## config.mk

```make
export PLATFORM = sky130hd
export DESIGN_NAME = rcs_lane
export DESIGN_NICKNAME = d
export VERILOG_FILES = /design/src/sv/rcs_pkg.sv /design/src/sv/rcs_lane.sv
export SDC_FILE = /design/constraint.sdc
export NUM_CORES = 2
export LEC_CHECK = 0
export BUFFER_PORTS_ARGS = -buffer_cell sky130_fd_sc_hd__clkbuf_2
export CORE_ASPECT_RATIO = 0.75
export CORE_MARGIN = 8
export CORE_UTILIZATION = 60
export CTS_CLUSTER_SIZE = 12
export DETAILED_ROUTE_END_ITERATION = 10
export PLACE_DENSITY = 0.76
export REMOVE_ABC_BUFFERS = 1
export SYNTH_ARGS = -nofsm -noshare
export SYNTH_HDL_FRONTEND = slang
export SYNTH_SLANG_ARGS = --single-unit
```

## constraint.sdc

```tcl
create_clock -name i_clk -period 19.23 [get_ports i_clk]
set_clock_uncertainty 0.15 [all_clocks]
set_input_delay 4.8075 -clock i_clk [delete_from_list [all_inputs] [get_ports i_clk]]
set_output_delay 4.8075 -clock i_clk [all_outputs]
set_load 0.03 [all_outputs]
```

## src/sv/rcs_pkg.sv

```systemverilog
// Shared constants, types and register codes for the RC stick shaper.
package rcs_pkg;

    localparam int PULSE_W = 12;
    localparam int BAND_W = 8;
    localparam int REV_W = 3;
    localparam int EXPO_W = 9;
    localparam int CFG_IDX_W = 3;
    localparam int CFG_DATA_W = 12;

    localparam int unsigned FULL_DEFLECTION_DEF = 500;
    localparam int unsigned OUTPUT_SPAN_DEF = 30;

    localparam int DEV_LIMIT = 1000;
    localparam int MAG_W = $clog2(DEV_LIMIT + 1);
    localparam int EXPO_ONE = 256;
    localparam int EXPO_MIN = 3;
    localparam int CMD_LIMIT = 61440;
    localparam int Q_W = $clog2(CMD_LIMIT + 1);
    localparam int CMD_W = Q_W + 1;

    localparam int DIV_FIRST = 9;
    localparam int DIV_STAGES = 4;
    localparam int LANE_STAGES = DIV_FIRST + DIV_STAGES;

    localparam logic [PULSE_W-1:0] CENTER_RST = PULSE_W'(1500);

    typedef enum logic [CFG_IDX_W-1:0] {
        CFG_ROLL_CENTER  = 3'd0,
        CFG_PITCH_CENTER = 3'd1,
        CFG_YAW_CENTER   = 3'd2,
        CFG_AXIS_BAND    = 3'd3,
        CFG_YAW_BAND     = 3'd4,
        CFG_REVERSE      = 3'd5,
        CFG_EXPO         = 3'd6
    } t_cfg_idx;

    typedef struct packed {
        logic           sat;
        logic           neg;
        logic [Q_W-1:0] quo;
    } t_lane_res;

endpackage

```

## src/sv/rcs_lane.sv

```systemverilog
// One axis lane: deviation, deadband, reverse, expo curve and pipelined divider.
module rcs_lane #(
    parameter int unsigned FULL_DEFLECTION = rcs_pkg::FULL_DEFLECTION_DEF,
    parameter int unsigned OUTPUT_SPAN = rcs_pkg::OUTPUT_SPAN_DEF
) (
    input  logic                                 i_clk,
    input  logic [rcs_pkg::LANE_STAGES-1:0]      i_en,
    input  logic [rcs_pkg::PULSE_W-1:0]          i_pulse,
    input  logic [rcs_pkg::PULSE_W-1:0]          i_center,
    input  logic [rcs_pkg::BAND_W-1:0]           i_band,
    input  logic                                 i_rev,
    input  logic [rcs_pkg::EXPO_W-1:0]           i_expo,
    output rcs_pkg::t_lane_res                   o_res
);

    localparam int PW = rcs_pkg::PULSE_W;
    localparam int MW = rcs_pkg::MAG_W;
    localparam int QW = rcs_pkg::Q_W;
    localparam int DF = rcs_pkg::DIV_FIRST;
    localparam int LS = rcs_pkg::LANE_STAGES;

    localparam longint unsigned DL = longint'(rcs_pkg::DEV_LIMIT);
    localparam longint unsigned F2 = longint'(FULL_DEFLECTION) * longint'(FULL_DEFLECTION);
    localparam longint unsigned F3 = F2 * longint'(FULL_DEFLECTION);
    localparam longint unsigned HALF = F3 / 2;
    localparam longint unsigned SQ_MAX = DL * DL;
    localparam longint unsigned CUBE_MAX = SQ_MAX * DL;
    localparam longint unsigned LIN_MAX = DL * F2;
    localparam longint unsigned ONE = longint'(rcs_pkg::EXPO_ONE);
    localparam longint unsigned T1_MAX = ONE * CUBE_MAX;
    localparam longint unsigned T2_MAX = ONE * LIN_MAX;
    localparam longint unsigned SUM_MAX = (T1_MAX > T2_MAX) ? T1_MAX : T2_MAX;
    localparam longint unsigned NUM_MAX = SUM_MAX * longint'(OUTPUT_SPAN);

    localparam int SQ_W = $clog2(SQ_MAX + 1);
    localparam int CUBE_W = $clog2(CUBE_MAX + 1);
    localparam int LIN_W = $clog2(LIN_MAX + 1);
    localparam int T1_W = $clog2(T1_MAX + 1);
    localparam int T2_W = $clog2(T2_MAX + 1);
    localparam int SUM_W = $clog2(SUM_MAX + 1);
    localparam int NUM_W = $clog2(NUM_MAX + 1);
    localparam int DEN_W = $clog2(F3 + 1);
    localparam int REM_NEED = $clog2(NUM_MAX + HALF + 1);
    localparam int R_W = (REM_NEED > DEN_W + QW) ? REM_NEED : DEN_W + QW;
    localparam logic [R_W-1:0] SAT_LIM = R_W'(F3) << QW;

    localparam int K = DEN_W + QW;
    localparam longint unsigned RCP = (longint'(1) << K) / F3;
    localparam int RCP_W = $clog2(RCP + 1);
    localparam int SPL = R_W / 2;
    localparam int PLO_W = SPL + RCP_W;
    localparam int PHI_W = R_W - SPL + RCP_W;
    localparam int EST_W = R_W + RCP_W;
    localparam int RMD_W = DEN_W + 1;

    logic signed [PW:0]      r_dev;
    logic [PW-1:0]           r_abs;
    logic                    r_sgn;
    logic [PW-1:0]           n_shr;
    logic [MW-1:0]           r_mag;
    logic [MW-1:0]           r_mag3;
    logic [SQ_W-1:0]         r_sq;
    logic [LIN_W-1:0]        r_lin;
    logic [LIN_W-1:0]        r_lin4;
    logic [CUBE_W-1:0]       r_cube;
    logic [T1_W-1:0]         r_t1;
    logic [T2_W-1:0]         r_t2;
    logic [SUM_W-1:0]        r_sum;
    logic [NUM_W-1:0]        r_num;
    logic [R_W-1:0]          r_rem8;
    logic                    r_neg [2:LS-1];
    logic                    r_sat [DF:LS-1];
    logic [PLO_W-1:0]        r_plo;
    logic [PHI_W-1:0]        r_phi;
    logic [R_W-1:0]          r_dvd;
    logic [R_W-1:0]          r_dvd2;
    logic [EST_W-1:0]        n_est_sum;
    logic [QW-1:0]           r_est;
    logic [QW-1:0]           r_est2;
    logic [RMD_W-1:0]        r_rmd;
    logic [QW-1:0]           r_quo;

    always_comb begin
        n_shr = (r_abs > PW'(i_band)) ? r_abs - PW'(i_band) : '0;
    end

    always_comb begin
        n_est_sum = (EST_W'(r_phi) << SPL) + EST_W'(r_plo);
    end

    // Division by the cube of full deflection: a reciprocal estimate that is low by at most
    // one, then a remainder check that corrects it.
    always_ff @(posedge i_clk) begin
        if (i_en[0]) begin
            r_dev <= $signed({1'b0, i_pulse}) - $signed({1'b0, i_center});
        end
        if (i_en[1]) begin
            r_abs <= r_dev[PW] ? PW'(-r_dev) : PW'(r_dev);
            r_sgn <= r_dev[PW];
        end
        if (i_en[2]) begin
            r_mag <= (n_shr > PW'(rcs_pkg::DEV_LIMIT)) ? MW'(rcs_pkg::DEV_LIMIT) : MW'(n_shr);
            r_neg[2] <= r_sgn ^ i_rev;
        end
        if (i_en[3]) begin
            r_sq <= SQ_W'(r_mag) * SQ_W'(r_mag);
            r_lin <= LIN_W'(r_mag) * LIN_W'(F2);
            r_mag3 <= r_mag;
        end
        if (i_en[4]) begin
            r_cube <= CUBE_W'(r_sq) * CUBE_W'(r_mag3);
            r_lin4 <= r_lin;
        end
        if (i_en[5]) begin
            r_t1 <= T1_W'(i_expo) * T1_W'(r_cube);
            r_t2 <= T2_W'(rcs_pkg::EXPO_W'(rcs_pkg::EXPO_ONE) - i_expo) * T2_W'(r_lin4);
        end
        if (i_en[6]) begin
            r_sum <= SUM_W'(r_t1) + SUM_W'(r_t2);
        end
        if (i_en[7]) begin
            r_num <= NUM_W'(r_sum) * NUM_W'(OUTPUT_SPAN);
        end
        if (i_en[8]) begin
            r_rem8 <= R_W'(r_num) + R_W'(HALF);
        end
        if (i_en[DF]) begin
            r_sat[DF] <= (r_rem8 >= SAT_LIM);
            r_plo <= PLO_W'(r_rem8[SPL-1:0]) * PLO_W'(RCP);
            r_phi <= PHI_W'(r_rem8[R_W-1:SPL]) * PHI_W'(RCP);
            r_dvd <= r_rem8;
        end
        if (i_en[DF+1]) begin
            r_sat[DF+1] <= r_sat[DF];
            r_est <= n_est_sum[K +: QW];
            r_dvd2 <= r_dvd;
        end
        if (i_en[DF+2]) begin
            r_sat[DF+2] <= r_sat[DF+1];
            r_rmd <= RMD_W'(r_dvd2 - R_W'(r_est) * R_W'(F3));
            r_est2 <= r_est;
        end
        if (i_en[DF+3]) begin
            r_sat[DF+3] <= r_sat[DF+2];
            r_quo <= (r_rmd >= RMD_W'(F3)) ? r_est2 + QW'(1) : r_est2;
        end
    end

    for (genvar k = 3; k < LS; k++) begin : g_neg
        always_ff @(posedge i_clk) begin
            if (i_en[k]) begin
                r_neg[k] <= r_neg[k-1];
            end
        end
    end

    assign o_res.sat = r_sat[LS-1];
    assign o_res.neg = r_neg[LS-1];
    assign o_res.quo = r_quo;

endmodule

```

After elaboration in Yosys (flattened, before gate mapping)
Memories as Yosys holds them, arrays and structs flattened.
Index checks and enable logic that the tools add are counted.
{"block": "totals", "output_inout_bits": 18, "input_bits": 56, "ramBits": 15, "reg_bits": 539, "memories": 2}
{"name": "r_neg", "words": 11, "word_bits": 1, "rd": 11, "rd_ports_with_merged_regs": 0, "wr": 11, "line": "rcs_lane.sv:71", "text": "logic r_neg [2:LS-1];"}
{"name": "r_sat", "words": 4, "word_bits": 1, "rd": 4, "rd_ports_with_merged_regs": 0, "wr": 4, "line": "rcs_lane.sv:72", "text": "logic r_sat [DF:LS-1];"}
{"block": "classes", "bitwise": 1, "n_mul": 9, "order_cmp": 4, "muxes": 25, "addsub": 9}
{"cell": "$add A59 B38 Y59", "n": 1}
{"cell": "$add A43 B26 Y43 const B", "n": 1}
{"cell": "$ge A43 B43 Y1 const B", "n": 1}
{"cell": "$mul A38 B4 Y42 const B", "n": 1}
{"cell": "$add A38 B36 Y38", "n": 1}
{"cell": "$mul A9 B30 Y38", "n": 1}
{"cell": "$mul A36 B24 Y32", "n": 1}
{"cell": "$mul A21 B12 Y33 const B", "n": 1}
{"cell": "$mul A22 B12 Y33 const B", "n": 1}
{"cell": "$mul A20 B10 Y30", "n": 1}
{"cell": "$ge A28 B27 Y1 const B", "n": 1}
{"cell": "$sub A28 B28 Y28", "n": 1}
{"cell": "$mul A10 B14 Y24 const B", "n": 1}
{"cell": "$mux W12", "n": 2}
{"cell": "$mul A16 B21 Y22 const B", "n": 1}
{"cell": "$mux W1", "n": 22}
{"cell": "$mul A10 B10 Y20", "n": 1}
{"cell": "$add A16 B1 Y16 const B", "n": 1}
{"cell": "$mux W16", "n": 1}
{"cell": "$sub A12 B12 Y13", "n": 1}
{"cell": "$gt A12 B10 Y1 const B", "n": 1}
{"cell": "$gt A12 B8 Y1", "n": 1}
{"cell": "$neg A12 Y12", "n": 1}
{"cell": "$sub A12 B8 Y12", "n": 1}
{"cell": "other kinds (2)", "n": 2}

Logic depth before layout (Yosys ltp)
{"block": "logic_depth", "ltp_word": 3, "depth_mapped": 34, "mapped_depth_nobuf": 31}

Worst setup path after synthesis
Ideal clock, no wire load.
{"block": "synth_path", "path_kind": "input to register", "start": "input port i_expo[2] in the netlist's numbering", "end": "register r_t2[34] (data pin)", "setup_slack_ns": 6.670, "setup_time_ns": 0.263, "arrival_time_ns": 12.148, "path_buffers": 3, "cell_stages": 29, "path_cell_list": "clkbuf_1 or4_1 nor2_1 nand2_1 nor2_1 nor2b_1 clkbuf_1 and2_1 fa_1 inv_1 fa_1 inv_1 fa_1 clkbuf_1 xnor2_1 xnor2_1 fa_1 fa_1 inv_1 fa_1 inv_1 ha_1 or2_2 a21o_1 a31oi_1 nor2b_1 o21a_1 o41ai_2 xnor2_1"}
{"block": "synth_between", "elab_chain_cells": 2}
{"element": "start, declared", "line": "rcs_lane.sv:12", "text": "input logic [rcs_pkg::EXPO_W-1:0] i_expo,"}
{"element": "$sub A9 B9 Y10", "line": "rcs_lane.sv:116", "text": "r_t2 <= T2_W'(rcs_pkg::EXPO_W'(rcs_pkg::EXPO_ONE) - i_expo) * T2_W'(r_lin4);"}
{"element": "$mul A36 B24 Y32", "line": "rcs_lane.sv:116"}
{"element": "end signal, assigned", "line": "rcs_lane.sv:116"}
{"element": "end, declared", "line": "rcs_lane.sv:67", "text": "logic [T2_W-1:0] r_t2;"}
Every way passes these cells.
A chain may end at the register's enable or synchronous reset.

Worst setup path in the final report
{"block": "layout_path", "start": "input port i_expo[4] in the netlist's numbering", "end": "register r_t2[35] (data pin)"}
The elaborated chain is that of the path after synthesis.

==> impl_results.md <==
- Outcome: finished clean
- Setup ws final: 5.904 ns
- Max-Cap Viols: 0
- Buffers on Ports: 73
- Setup-failing EPs final: 0
- Initial DRC count: 2444
- Max stage delay on crit path: 0.67 ns
- Req. time, crit path: 19.45 ns
- Hold/Removal Path Class: flip-flop to flip-flop
- F_max: 0.07504 GHz
- Layout Area Growth over Synthesis: 5.838%
- FF+latch count, synth: 502
- Crit path top cell by count: fa_1
- RSZ-0062 raised after global routing: no
- Worst setup EP type: flip-flop
- Clock tree from TritonCTS: yes
- Clock sink count: 502
- Mapped Avg Cell Area: 10.64 um2
- Vias in the first global route: 43910
- Max-slew headroom: 22.25%
- Overall routing resource usage: 22.87%
- H-tree Lvls: 2
- Post-synth ARST share: 0%
- Rows: 103
- Post-Synthesis Cells: 5966
- First-pass GRT wire length: 220.6 mm
- Post-DP HPWL: 106.0 mm
- Crit path max fanout: 33
- Largest net degree at the start of global routing: 71
- Synthesized cell area: 63480 um2
- Crit path kind: input pin to flip-flop
- Worst Setup Start Kind: input pin
- Yosys warns: 0
- Storage cell area: 15070 um2
- Post-route ant nets: 0
- Filler cell count: 8115
- Commonest cells post-synth: inv_1, fa_1, ha_1
- GRT Residual Overflow: 0
- Fin. Hold Viols: 0
- Crit path max-delay cell type: or4_1
- Die Footprint: 116600 um2
- Post-DR vias/cell: 5.490
- Postcts setup bufs: 0
- Resized Gates After CTS: 0
- Final Max Tran Viols: 0
- Clock tree buffer depth: 3
- Main area contributors after synthesis: fa_1, edfxtp_1, ha_1
- Drt drc: 0
- TritonCTS Buffers: 58
- Crit path arrival time: 13.55 ns
- Sequential-to-total area share from yosys stat: 23.75%
- Fin Setup TNS: 0 ns
- RePlAce Congestion: 0.9104
- Number of distinct library cells after synthesis: 90
- Worst Tran Pin Value: 1.166 ns
- Core area: 105000 um2
- Area leader, netlist: fa_1
- Initial Util: 60.44%
- Fin crit share: 69.30%
- Footprint of the multi-input gates: 43520 um2
- Vias: 40840
- Final net count: 7770
- Drt pass-1 iters: 8
- Post-synth EDFFs: 502
- Clk pin slew, worst setup/hold paths: 0.06 ns
- Antenna violations before repair: 3
- Ys flop type: edfxtp_1
- Post-CTS Hold Buffers: 0
- WL/cell: 17.52 um
- Share of layout cells above drive strength 1: 3.888%
- Final core occ: 63.96%
- Worst Hold Margin: 0.2472 ns
- DP Worst Slack: 5.338 ns
- Min cycle time layout: 13.33 ns
- Worst-skew pair later-pin latency: 0.67 ns
- Clock root cell: clkbuf_16
- Routed WL: 130.3 mm
- # IOs: 74
- Most instantiated library cell after synthesis: inv_1
- Synth top area share: 30.15%
- Die X: 391.6 um
- Die Ht: 297.7 um
==> worst paths after layout <==
path,start,to,slack (ns),cells past startpoint
setup reg to reg,r_cube[0]$_DFFE_PP_,r_t2[35]$_DFFE_PP_,10.74,28
setup / recovery,i_expo[4],r_t2[35]$_DFFE_PP_,5.90,33
hold reg to reg,r_neg[0][5]$_DFFE_PP_,r_neg[0][6]$_DFFE_PP_,0.25,0
hold / removal,r_neg[0][5]$_DFFE_PP_,r_neg[0][6]$_DFFE_PP_,0.25,0
==> through the flow <==
stage | instance area (um2) | instances
6_report | 67180 | 7438
3_5_place_dp | 65230 | 7333
4_1_cts | 67180 | 7436
2_1_floorplan | 62920 | 5822
3_3_place_gp | 65230 | 7333
5_1_grt | 67180 | 7438
==> cells in the final DEF, fill, tap and decap left out, types with 55 or more instances in the layout <==
cell type,instances
ha_1,782
edfxtp_1,502
and2_1,338
a21oi_1,202
fa_1,956
xor2_1,109
nand2_1,505
clkbuf_2,71
nand3_1,61
clkbuf_16,58
o21ai_0,100
a21o_1,83
nor2_1,197
xnor2_1,274
nor3_1,55
inv_1,1156
==> worst max-delay path: cells and delay by family <==
family / cells / cell delay, ns
AO/OA/AOI/OAI: 8 / 1.72
XOR/XNOR: 1 / 0.08
adder cells (fa/ha/maj): 8 / 4.10
buffers and inverters: 8 / 1.19
AND/OR/NAND/NOR: 8 / 1.63
==> final cells by class <==
| class | instances | share of cell area, % |
|---|---|---|
| multi-input combinational | 4164 | 64.77 |
| sequential | 502 | 22.44 |
| inverter | 1156 | 6.459 |
| tap | 1417 | 2.639 |
| clock buffer | 65 | 2.199 |
| timing repair buffer | 94 | 0.7785 |
| clock inverter | 38 | 0.7077 |
| antenna | 2 | 0.007449 |
==> layer usage <==
metal / routed length (um) / track usage (%) / vias to the layer above / part of all wire [%]
met3: 7804 / 3.688 / 220 / 6.0
met1: 57430 / 31.24 / 20410 / 44
li1: - / - / 19160 / -
met2: 62160 / 38.51 / 1050 / 48
met4: 2912 / 5.311 / 2 / 2.2
met5: 13 / 0 / - / 0.010
==> kinds of logic after synthesis <==
family	after synthesis	synth area share, %
adders and majority gates	1739	45.58
AOI/OAI and AO/OA	678	7.041
muxes	5	0.08279
xor gates and xnor gates	384	5.298
buffers and inverters	1300	7.711
DFF	502	23.75
and+or+nand+nor	1358	10.54
==> flip-flops by register name, indices dropped and copies added (netlist names), 12 cells and up <==
signal / count
r_dev: 13
r_quo: 16
r_phi: 33
r_abs: 12
r_dvd2: 22
r_sq: 18
r_num: 42
r_est2: 16
r_lin: 21
r_sum: 38
r_cube: 30
r_t1: 38
r_plo: 12
r_lin4: 23
r_dvd: 21
r_est: 16
r_rem8: 42
r_t2: 31
r_rmd: 22
Power is left out: the tool's default activity adds up to more than one toggle a clock period on the data nets, which glitch-free logic cannot reach.
