`config.mk`:
```
export PLATFORM = sky130hd
export DESIGN_NAME = rcs_merge
export DESIGN_NICKNAME = d
export VERILOG_FILES = /design/src/sv/rcs_pkg.sv /design/src/sv/rcs_merge.sv
export SDC_FILE = /design/constraint.sdc
export NUM_CORES = 1
export LEC_CHECK = 0
export ABC_AREA = 1
export BUFFER_PORTS_ARGS = -buffer_cell sky130_fd_sc_hd__buf_2
export CAP_MARGIN = 5
export CORE_ASPECT_RATIO = 2
export CORE_UTILIZATION = 51
export DETAILED_ROUTE_END_ITERATION = 6
export GPL_TIMING_DRIVEN = 1
export PLACE_DENSITY = 0.79
export SYNTH_ARGS = -nofsm -noshare
export SYNTH_HDL_FRONTEND = slang
export SYNTH_SLANG_ARGS = --single-unit
```
`constraint.sdc`:
```
create_clock -name i_clk -period 2.8 [get_ports i_clk]
set_input_delay 0.28 -clock i_clk [delete_from_list [all_inputs] [get_ports i_clk]]
set_output_delay 0.28 -clock i_clk [all_outputs]
set_load 0.005 [all_outputs]
```
`src/sv/rcs_pkg.sv`:
```
// Shared constants, types and register codes for the RC stick shaper.
package rcs_pkg;

    localparam int PULSE_W = 12;
    localparam int BAND_W = 8;
    localparam int REV_W = 3;
    localparam int EXPO_W = 9;
    localparam int CFG_IDX_W = 3;
    localparam int CFG_DATA_W = 12;

    localparam int unsigned FULL_DEFLECTION_DEF = 500;
    localparam int unsigned OUTPUT_SPAN_DEF = 30;

    localparam int DEV_LIMIT = 1000;
    localparam int MAG_W = $clog2(DEV_LIMIT + 1);
    localparam int EXPO_ONE = 256;
    localparam int EXPO_MIN = 3;
    localparam int CMD_LIMIT = 61440;
    localparam int Q_W = $clog2(CMD_LIMIT + 1);
    localparam int CMD_W = Q_W + 1;

    localparam int DIV_FIRST = 9;
    localparam int DIV_STAGES = 4;
    localparam int LANE_STAGES = DIV_FIRST + DIV_STAGES;

    localparam logic [PULSE_W-1:0] CENTER_RST = PULSE_W'(1500);

    typedef enum logic [CFG_IDX_W-1:0] {
        CFG_ROLL_CENTER  = 3'd0,
        CFG_PITCH_CENTER = 3'd1,
        CFG_YAW_CENTER   = 3'd2,
        CFG_AXIS_BAND    = 3'd3,
        CFG_YAW_BAND     = 3'd4,
        CFG_REVERSE      = 3'd5,
        CFG_EXPO         = 3'd6
    } t_cfg_idx;

    typedef struct packed {
        logic           sat;
        logic           neg;
        logic [Q_W-1:0] quo;
    } t_lane_res;

endpackage

```
`src/sv/rcs_merge.sv`:
```
// Output stage: clamps and signs the three lane results and holds the result beat.
module rcs_merge (
    input  logic                                 i_clk,
    input  logic                                 i_rst_n,
    input  logic                                 i_valid,
    input  logic                                 i_out_ready,
    input  rcs_pkg::t_lane_res                   i_roll,
    input  rcs_pkg::t_lane_res                   i_pitch,
    input  rcs_pkg::t_lane_res                   i_yaw,
    input  logic [rcs_pkg::PULSE_W-1:0]          i_throttle,
    output logic                                 o_load,
    output logic                                 o_out_valid,
    output logic signed [rcs_pkg::CMD_W-1:0]     o_roll_command,
    output logic signed [rcs_pkg::CMD_W-1:0]     o_pitch_command,
    output logic [rcs_pkg::PULSE_W-1:0]          o_throttle_out,
    output logic signed [rcs_pkg::CMD_W-1:0]     o_yaw_command
);

    localparam int QW = rcs_pkg::Q_W;

    function automatic logic signed [rcs_pkg::CMD_W-1:0] f_cmd(rcs_pkg::t_lane_res r);
        logic [QW-1:0] q;
        q = (r.sat || (r.quo > QW'(rcs_pkg::CMD_LIMIT))) ? QW'(rcs_pkg::CMD_LIMIT) : r.quo;
        return r.neg ? -$signed({1'b0, q}) : $signed({1'b0, q});
    endfunction

    logic                                 r_valid;
    logic signed [rcs_pkg::CMD_W-1:0]     r_roll;
    logic signed [rcs_pkg::CMD_W-1:0]     r_pitch;
    logic signed [rcs_pkg::CMD_W-1:0]     r_yaw;
    logic [rcs_pkg::PULSE_W-1:0]          r_thr;
    logic signed [rcs_pkg::CMD_W-1:0]     n_roll;
    logic signed [rcs_pkg::CMD_W-1:0]     n_pitch;
    logic signed [rcs_pkg::CMD_W-1:0]     n_yaw;

    assign o_load = !r_valid || i_out_ready;

    always_comb begin
        n_roll = f_cmd(i_roll);
        n_pitch = f_cmd(i_pitch);
        n_yaw = f_cmd(i_yaw);
    end

    always_ff @(posedge i_clk) begin
        if (!i_rst_n) begin
            r_valid <= 1'b0;
        end else if (o_load) begin
            r_valid <= i_valid;
        end
    end

    always_ff @(posedge i_clk) begin
        if (o_load) begin
            r_roll <= n_roll;
            r_pitch <= n_pitch;
            r_yaw <= n_yaw;
            r_thr <= i_throttle;
        end
    end

    assign o_out_valid = r_valid;
    assign o_roll_command = r_roll;
    assign o_pitch_command = r_pitch;
    assign o_yaw_command = r_yaw;
    assign o_throttle_out = r_thr;

endmodule

```
* Yosys cells after proc, flatten, opt, wreduce, memory -nomap -nowiden
Cells that the tools add are included.
** Storage, ports and cells
- Register bits after elaboration :: 64
- Input port bits :: 70
- Output and inout bits :: 65
** Operators by class
- Reductions and logical operators :: 5
- Add/sub/neg operators :: 3
- Mux-type cells :: 6
- $lt $le $gt $ge :: 3
** Operator list (number)
- 16-bit 2-to-1 mux :: 6
- 16-bit negator with 17-bit output :: 3
- 16-bit > comparator, second input constant :: 3
- 1-bit logical OR :: 4
- 1-bit zero test :: 1

* Logic depth before layout (Yosys ltp)
Gate-level depths: netlist of run 1.
- Depth in word-level cells :: 5
- Depth in mapped cells :: 17
- Gate-level depth less buffers :: 17

* Worst setup path before layout of run 1
Ideal clock, no wire load.
- Path type :: register to register
- From :: register r_valid (netlist: o_out_valid)
- To :: register r_pitch (netlist bit o_pitch_command[0]) (enable)
- Stages on the path, launching flop included :: 2
- Clock period less this slack :: 2.117 ns
- Buffers on the path :: 0
- Slack :: 0.683 ns
- Arrival time :: 1.692 ns
- Data required time :: 2.375 ns
- Setup time :: 0.425 ns
- Cell sequence :: dfxtp_1 > nand2_1
** On the way
- Word-level cells in the longest chain between the ends :: 2
** Ends and longest elaborated chain
- start, declared :: RTL line rcs_merge.sv:27 : logic r_valid;
- start signal, assigned :: RTL line rcs_merge.sv:48 : r_valid <= i_valid;
- 1-bit zero test :: RTL line rcs_merge.sv:36 : assign o_load = !r_valid || i_out_ready;
- 1-bit logical OR :: RTL line rcs_merge.sv:36
- net o_load :: RTL line rcs_merge.sv:11 : output logic o_load,
- end signal, assigned :: RTL line rcs_merge.sv:55 : r_pitch <= n_pitch;
- end, declared :: RTL line rcs_merge.sv:29 : logic signed [rcs_pkg::CMD_W-1:0] r_pitch;
The timed path passes the listed nets, and every way through them passes these cells.
A chain may end at the register's enable or synchronous reset.

* Worst setup path after layout of run 1
- From :: input port i_yaw[2] in the netlist's numbering
- To :: register r_yaw (netlist bit o_yaw_command[14]), data pin
** On the way
- Word-level cells in the longest chain between the ends :: 5
** Ends and longest elaborated chain
- start, declared :: RTL line rcs_merge.sv:9 : input rcs_pkg::t_lane_res i_yaw,
- 16-bit > comparator :: RTL line rcs_merge.sv:23 : q = (r.sat || (r.quo > QW'(rcs_pkg::CMD_LIMIT))) ? QW'(rcs_pkg::CMD_LIMIT) : r.quo;
- 1-bit logical OR :: RTL line rcs_merge.sv:23
- 16-bit 2-to-1 mux (*) :: RTL line rcs_merge.sv:23
- 16-bit negator with 17-bit output :: RTL line rcs_merge.sv:24 : return r.neg ? -$signed({1'b0, q}) : $signed({1'b0, q});
- 16-bit 2-to-1 mux (*) :: RTL line rcs_merge.sv:24
- net n_yaw (one bit) :: RTL line rcs_merge.sv:34 : logic signed [rcs_pkg::CMD_W-1:0] n_yaw;
- end signal, assigned :: RTL line rcs_merge.sv:56 : r_yaw <= n_yaw;
- end, declared :: RTL line rcs_merge.sv:30 : logic signed [rcs_pkg::CMD_W-1:0] r_yaw;
The timed path passes the listed nets; every way through them passes the cells marked *.

==> reports/metrics.cfg, run 1 <==
[status]
status=completed

[place]
port_buffers=134
gp_congestion=1.05
dp_hpwl_mm=7.95
dpl_worst_slack_ns=0.452

[global_route]
gr-total-overflow=0
grt_usage=0.277
grt_pass1_vias=3668
grt_pass1_wl_mm=16.7
grt_max_degree=47
antenna_found_initial=0

[floorplanning]
ios=135
die_area_um2=8060
rows=44
die_w_um=64.0
core-area_um2=7320
start_util=0.535
die_h_um=126

[routing]
met2_length_mm=6.06
wl_met1_mm=3.22
drtAntennaViolNets=0
drt_iter0_drc=377
drt-wirelength-per-cell_um=15.4
viasPerCell=5.36
routed-wl-met3_um=618
top_layer=met4
drcViolationCount=0
vias=3675
firstDrtPassIters=6
wl_mm=10.5

[clock_network]
ctsHoldBuffers=0
numCtsBuffers=9
clockRootBuffer=clkbuf_16
cts_tree=yes
clk_pin_slew_ns=0.06
post_cts_buffers=0
cts.path.max_buffers=2
htree_levels=3
ctsResizeCount=0
cts.sinks=64
clk_latency_ns=0.33

[final_layout]
fillers=600
multi_input_area_um2=1700
area_growth_pct=27.2
regArea_um2=1910
n_antenna_cell=0
fin_nets=662
drive_gt1_frac=0.318
final_util=0.681

[sta]
min_period_over_period=0.748
drv_slew=0
tns_ns=0
finalHoldViolCount=0
setup_ws_ns=0.705
finClkSkew_ns=0.00644
rsz0062_at_grt=no
max_freq_ghz=0.477
timing.final.setup_violations=0
slew_headroom=0.628
worst_slew_pin_slew_ns=0.551
period_minus_slack_ns=2.10

[power]
ir_worst_vdd_mv=0.392
switching_power_w=0.000757
p_sw_frac=0.259
intPower_w=0.00217
power_density_nw_per_um2=587
p_clk_frac=0.409
comb_power_share=0.177
seqPwrFrac=0.414
leakagePower_nw=2.42

[synth]
synth_area_per_cell_um2=8.69
yosysTopAreaCellShare=0.483
ys_seq_elements=64
synth_edf_count=63
synth.largest_area_cell=edfxtp_1
synthTopCellsByArea=edfxtp_1 (48%), nand2_1 (11%), inv_1 (5.8%), nor2_1 (5.1%), xor2_1 (3.1%)
ys.flop_type=edfxtp_1
synth_seq_area_share=0.488
yosys_warnings=0
synth_nets=524
synth_cells=451
netlist_area_um2=3920
ys_types=42
synth-async-reset-ratio=0

[setup_path]
crit_required_ns=2.89
cp_top_family=simple AND/OR/NAND/NOR gates
slowest_delay_ns=0.25
slowest_stage=ha_1
criticalPathCategory=input pin to flip-flop
crit_chain=buf_2 > nor2_1 > nand2_1 > nor2_1 > nand2_2 > nand2_4 > nand2_4 > nor2_1 > inv_1 > ha_1 > nand3_1 > nor2_1 > nand2_1 > nand3_1 > nand2_1 > inv_1
cp-start-kind=input pin
path_common_cell=nor2_1
cp_max_fo=10
worst-path-buf-inv=3
cp-end-kind=flip-flop
cp_data_arrival_time_ns=2.18

[min_path]
hold_path_class=input pin to flip-flop

[run]
maxCapViolations=0

==> metal layers <==
| metal | global-route usage | up-vias |
|---|---|---|
| li1 | - | 1771 |
| met5 | 0 | - |
| met3 | 0.0507 | 52 |
| met4 | 0.221 | 0 |
| met2 | 0.535 | 197 |
| met1 | 0.231 | 1655 |
==> per-stage QoR <==
stage | hold WS [ns] | std cells | area [um2] | total power, W
after global routing | 0.119 | 686 | 4980 | 0.00304
after floorplan | 0.379 | 451 | 3920 | 0.00150
final | 0.125 | 686 | 4980 | 0.00293
after detailed placement | 0.459 | 670 | 4660 | 0.00174
after CTS | 0.118 | 686 | 4980 | 0.00294
after global placement | 0.457 | 670 | 4660 | 0.00172
==> synth_stat cells (3+ instances only) <==
| cell | count |
|---|---|
| o31ai_1 | 4 |
| nand3_1 | 24 |
| o211ai_1 | 3 |
| edfxtp_1 | 63 |
| inv_1 | 61 |
| o21ai_0 | 12 |
| nand2_2 | 8 |
| nand3b_1 | 4 |
| or2_1 | 3 |
| o21ai_1 | 10 |
| xnor2_1 | 9 |
| or2_4 | 3 |
| xor2_1 | 14 |
| nand2_1 | 116 |
| buf_4 | 3 |
| nor2_1 | 53 |
| buf_6 | 3 |
| ha_1 | 3 |
| nand4_1 | 13 |
| nand2_4 | 5 |
| nor2_2 | 7 |
==> sequential cells by signal, summed over array words and instances (netlist names) <==
| register | cells |
|---|---|
| o_roll_command | 17 |
| o_yaw_command | 17 |
| o_out_valid | 1 |
| o_throttle_out | 12 |
| o_pitch_command | 17 |
==> worst register-to-register path, delay by kind of cell (launching register included) <==
kind / cells / cell delay [ns]
flops: 1 / 0.32
buf+inv: 1 / 0.32
simple gates: 1 / 0.37
==> power groups by stage <==
stage / registers, W / logic (W) / clock network, W
after global placement: 0.00123 / 0.000496 / 0
after detailed placement: 0.00123 / 0.000510 / 0
final: 0.00121 / 0.000517 / 0.00120
after global routing: 0.00122 / 0.000570 / 0.00125
after floorplan: 0.00125 / 0.000255 / 0
after CTS: 0.00121 / 0.000516 / 0.00121
==> placed cells by master, fill, tap and decap left out, types with 5 or more instances in the layout <==
master     instances
inv_1             61
buf_2            134
nand2_1          115
o21ai_1           10
xnor2_1            9
nand4_1           13
nor2_2             7
nand2_4            5
edfxtp_1          63
nor2_1            53
nand3_1           24
xor2_1            14
nand2_2            9
o21ai_0           12
clkbuf_16          9
==> worst paths after layout <==
check | depth (start not counted) | slack [ns] | endpoint | start
hold / removal | 1 | 0.12 | o_throttle_out[2]$_DFFE_PP_ | i_throttle[2]
setup / recovery | 16 | 0.70 | o_yaw_command[14]$_DFFE_PP_ | i_yaw[2]
hold reg to reg | 2 | 0.90 | o_out_valid$_SDFFE_PN0P_ | o_out_valid$_SDFFE_PN0P_
setup reg to reg | 2 | 1.44 | o_pitch_command[11]$_DFFE_PP_ | o_out_valid$_SDFFE_PN0P_
==> area by class of cell <==
class | instances | share of cell area
Tap cell | 92 | 0.0231
Clock inverter | 7 | 0.0191
Multi-Input combinational cell | 315 | 0.342
Sequential cell | 64 | 0.384
Timing Repair Buffer | 136 | 0.140
Clock buffer | 9 | 0.0452
Inverter | 63 | 0.0474
==> logic make-up (layout without fill, tap and decap cells) <==
kind of cell    after synthesis  in the layout  synth area share
flops                        64             64             0.488
simple gates                246            246             0.293
xor+xnor                     23             23            0.0514
compound gates               43             43            0.0805
fa+ha+maj                     3              3           0.00958
buf+inv                      72            215            0.0779
(Power assumes the default switching activity.)
==> run 2: changes to the inputs <==
- clock period: 2.8 -> 2.05 ns (I/O delays scaled with it)
==> reports/metrics.cfg, run 2 (synthesized netlist as in run 1, its figures left out) <==
[final_layout]
n_antenna_cell=0
regArea_um2=1910
multi_input_area_um2=1700
final_util=0.711
final_common_cell=buf_2
final_cell_mix=buf_2 (134), nand2_1 (115), edfxtp_1 (63), inv_1 (61), nor2_1 (53)
fin_nets=694
fillers=571
drive_gt1_frac=0.351
area_growth_pct=32.9

[sta]
period_minus_slack_ns=1.77
worst_slew_pin_slew_ns=0.625
slew_headroom=0.578
min_period_over_period=0.865
max_freq_ghz=0.564
finalHoldViolCount=0
rsz0062_at_grt=no
tns_ns=0
timing.final.setup_violations=0
setup_ws_ns=0.277
finClkSkew_ns=0.00569
drv_slew=0

[setup_path]
crit_required_ns=2.13
cp_data_arrival_time_ns=1.85
criticalPathCategory=input pin to flip-flop
cp_max_fo=8
cp-start-kind=input pin
cp-end-kind=flip-flop
reg2reg_depth=2

[global_route]
grtUsageMet3=0.0616
grtUsageMet1=0.269
antenna_found_initial=0
grt_pass1_wl_mm=17.0
use_met2=0.515
grt_usage=0.279
grt_max_degree=45
busiest_layer=met2
gr-total-overflow=0
grt_pass1_vias=3755

[power]
power_w=0.00401
power_density_nw_per_um2=771
leakagePower_nw=2.55
ir_worst_vdd_mv=0.445

[clock_network]
clk_pin_slew_ns=0.05
cts.path.max_buffers=2
ctsHoldBuffers=0
numCtsBuffers=9
clk_latency_ns=0.33
ctsResizeCount=0
clockRootBuffer=clkbuf_16
htree_levels=3
cts.sinks=64
cts_tree=yes
post_cts_buffers=0

[place]
port_buffers=134
dpl_worst_slack_ns=-0.0427
gp_congestion=0.916
dp_hpwl_mm=7.87

[floorplanning]
die_h_um=126
rows=44
core-area_um2=7320
start_util=0.535
ios=135
die_w_um=64.0
die_area_um2=8060

[run]
maxCapViolations=0

[routing]
vias=3753
viasPerCell=5.23
drt_iter0_drc=368
drt-wirelength-per-cell_um=14.5
drcViolationCount=0
firstDrtPassIters=5
drtAntennaViolNets=0
wl_mm=10.4

[min_path]
hold_path_class=input pin to flip-flop
hold_depth=1

[status]
status=completed

-- run 2: cell types whose count changed in the layout (fill, tap and decap cells not counted) --
cell / before / now
clkinv_1: 1 / 0
clkinvlp_4: 0 / 1
clkbuf_1: 0 / 2
clkinv_4: 2 / 1
buf_12: 1 / 0
buf_4: 1 / 34
inv_6: 1 / 0
-- run 2: routing by layer --
layer	vias to the layer above	wire (um)
met5	-	0
met3	43	546
met4	0	526
met1	1709	3470
met2	174	5860
li1	1827	-
-- run 2: through the flow --
stage / instances / hold WS (ns) / area, um2
after floorplan: 451 / 0.304 / 3920
after global routing: 718 / 0.0392 / 5210
final: 718 / 0.0499 / 5210
after global placement: 702 / 0.382 / 4890
after detailed placement: 702 / 0.383 / 4890
after CTS: 718 / 0.0394 / 5210
-- run 2: critical path, stage by stage --
cell and delay, ns:
buf_2 0.12, nor2_1 0.15, nand2_1 0.12, nor2_1 0.12, nand2_2 0.09, buf_4 0.14, a21oi_2 0.18, buf_4 0.21
nand2_2 0.08, nand2_1 0.08, o21ai_1 0.10, nand2_1 0.10, nand2_1 0.05, nand2_1 0.05, inv_1 0.04
-- run 2: layout make-up --
cell class / count / share of cell area
Clock buffer: 11 / 0.0447
Inverter: 63 / 0.0454
Tap cell: 92 / 0.0221
Timing Repair Buffer: 168 / 0.178
Sequential cell: 64 / 0.367
Multi-Input combinational cell: 315 / 0.327
Clock inverter: 5 / 0.0156
-- run 2: final timing paths --
path                                          startpoint                           to  slack, ns
worst min-delay path                       i_throttle[5]  o_throttle_out[5]$_DFFE_PP_       0.05
worst max register to register  o_out_valid$_SDFFE_PN0P_   o_yaw_command[4]$_DFFE_PP_       0.79
worst max-delay path                           i_yaw[10]  o_yaw_command[15]$_DFFE_PP_       0.28
worst min register to register  o_out_valid$_SDFFE_PN0P_  o_roll_command[9]$_DFFE_PP_       0.85
-- run 2: report_power, final --
| part | total, W | internal (W) | switching [W] |
|---|---|---|---|
| Clock | 0.00162 | 0.00106 | 0.000553 |
| Sequential | 0.00166 | 0.00162 | 0.0000400 |
| Combinational | 0.000740 | 0.000315 | 0.000425 |
==> run 3: changes to the inputs <==
- CORE_MARGIN: not set -> 5
==> reports/metrics.cfg, run 3 (synthesized netlist as in run 1, its figures left out) <==
[global_route]
antenna_found_initial=0
grt_max_degree=42
gr-total-overflow=0
grt_usage=0.216
grt_pass1_wl_mm=16.3
grt_pass1_vias=3655

[clock_network]
post_cts_buffers=0
clk_latency_ns=0.33
cts_tree=yes
clk_pin_slew_ns=0.05
htree_levels=3
clockRootBuffer=clkbuf_16
ctsResizeCount=0
cts.sinks=64
numCtsBuffers=9
cts.path.max_buffers=2
ctsHoldBuffers=0

[power]
p_clk_frac=0.400
seqPwrFrac=0.420
ir_worst_vdd_mv=0.449
intPower_w=0.00297
p_sw_frac=0.249
comb_power_share=0.181
power_density_nw_per_um2=776
switching_power_w=0.000987
leakagePower_nw=2.49

[sta]
worst_slew_pin_slew_ns=0.530
holdWs_ns=0.0564
max_freq_ghz=0.562
period_minus_slack_ns=1.78
timing.final.setup_violations=0
drv_slew=0
slew_headroom=0.641
finalHoldViolCount=0
finClkSkew_ns=0.00658
tns_ns=0
rsz0062_at_grt=no
min_period_over_period=0.868
setup_ws_ns=0.271

[routing]
drt_iter0_drc=233
wl_mm=10.1
firstDrtPassIters=5
drtAntennaViolNets=0
drt-wirelength-per-cell_um=14.3
drcViolationCount=0
viasPerCell=5.18
vias=3659

[final_layout]
final_cell_mix=buf_2 (134), nand2_1 (115), edfxtp_1 (63), inv_1 (61), nor2_1 (53)
fin_nets=680
final_area_um2=5100
final_common_cell=buf_2
drive_gt1_frac=0.337
final_cells=706
fillers=649
area_growth_pct=30.2
n_antenna_cell=0

[setup_path]
cp-start-kind=input pin
crit_required_ns=2.13
cp_data_arrival_time_ns=1.86
crit_chain=buf_2 > or2_4 > nor2_2 > nand2_2 > buf_4 > a21oi_2 > o21ai_1 > nand2_1 > nand2_1 > nand3_1 > nand2_1 > nand2_1 > inv_1
slowest_stage=a21oi_2
cp-end-kind=flip-flop
path_common_cell=nand2_1
criticalPathCategory=input pin to flip-flop
cp_max_fo=6
slowest_delay_ns=0.26

[floorplanning]
start_util=0.519
die_w_um=72.0
ios=135
die_area_um2=9640
core-area_um2=7540
rows=45
die_h_um=134

[place]
port_buffers=134
gp_congestion=0.920
dp_hpwl_mm=8.21
dpl.cell_count=690
dpl_cell_area_um2=4790
dpl_worst_slack_ns=-0.0472

[run]
maxCapViolations=0

[status]
status=completed

[min_path]
hold_path_class=input pin to flip-flop

[run 3: final cells by class]
class,instances,area [um2],share of cell area
Sequential cell,64,1910,0.375
Multi-Input combinational cell,315,1700,0.334
Tap cell,94,118,0.0231
Timing Repair Buffer,154,821,0.161
Clock buffer,9,225,0.0442
Clock inverter,7,86.3,0.0169
Inverter,63,236,0.0464
[run 3: power by group through the flow]
| stage | sequential [W] | combinational, W | clock, W |
|---|---|---|---|
| floorplan | 0.00170 | 0.000349 | 0 |
| global placement | 0.00168 | 0.000694 | 0 |
| detailed placement | 0.00169 | 0.000715 | 0 |
| CTS | 0.00166 | 0.000719 | 0.00160 |
| global route | 0.00167 | 0.000796 | 0.00167 |
| finish | 0.00166 | 0.000714 | 0.00158 |
[run 3: worst paths after layout]
| kind | start | to | slack [ns] | cells after the start |
|---|---|---|---|---|
| setup reg to reg | o_out_valid$_SDFFE_PN0P_ | o_roll_command[16]$_SDFFCE_PN0P_ | 0.86 | 2 |
| hold reg to reg | o_out_valid$_SDFFE_PN0P_ | o_throttle_out[8]$_DFFE_PP_ | 0.83 | 2 |
| hold / removal | i_throttle[4] | o_throttle_out[4]$_DFFE_PP_ | 0.06 | 1 |
| setup / recovery | i_yaw[5] | o_yaw_command[13]$_DFFE_PP_ | 0.27 | 13 |
[run 3: through the flow]
stage,power (W),utilization
finish,0.00396,0.676
global route,0.00413,0.676
CTS,0.00398,0.676
detailed placement,0.00240,0.635
global placement,0.00238,0.635
floorplan,0.00205,-
[run 3: layer usage]
| metal | routed length, um | vias up | track usage |
|---|---|---|---|
| met2 | 5780 | 147 | 0.423 |
| met1 | 3340 | 1686 | 0.206 |
| met4 | 365 | 0 | 0.108 |
| met3 | 589 | 29 | 0.0345 |
| li1 | - | 1797 | - |
| met5 | 0 | - | 0 |
[run 3: critical path: cells and delay by family]
family                 cells  cell delay (ns)
AND/OR/NAND/NOR            8             0.94
AO/OA/AOI/OAI              2             0.41
buffers and inverters      3             0.29
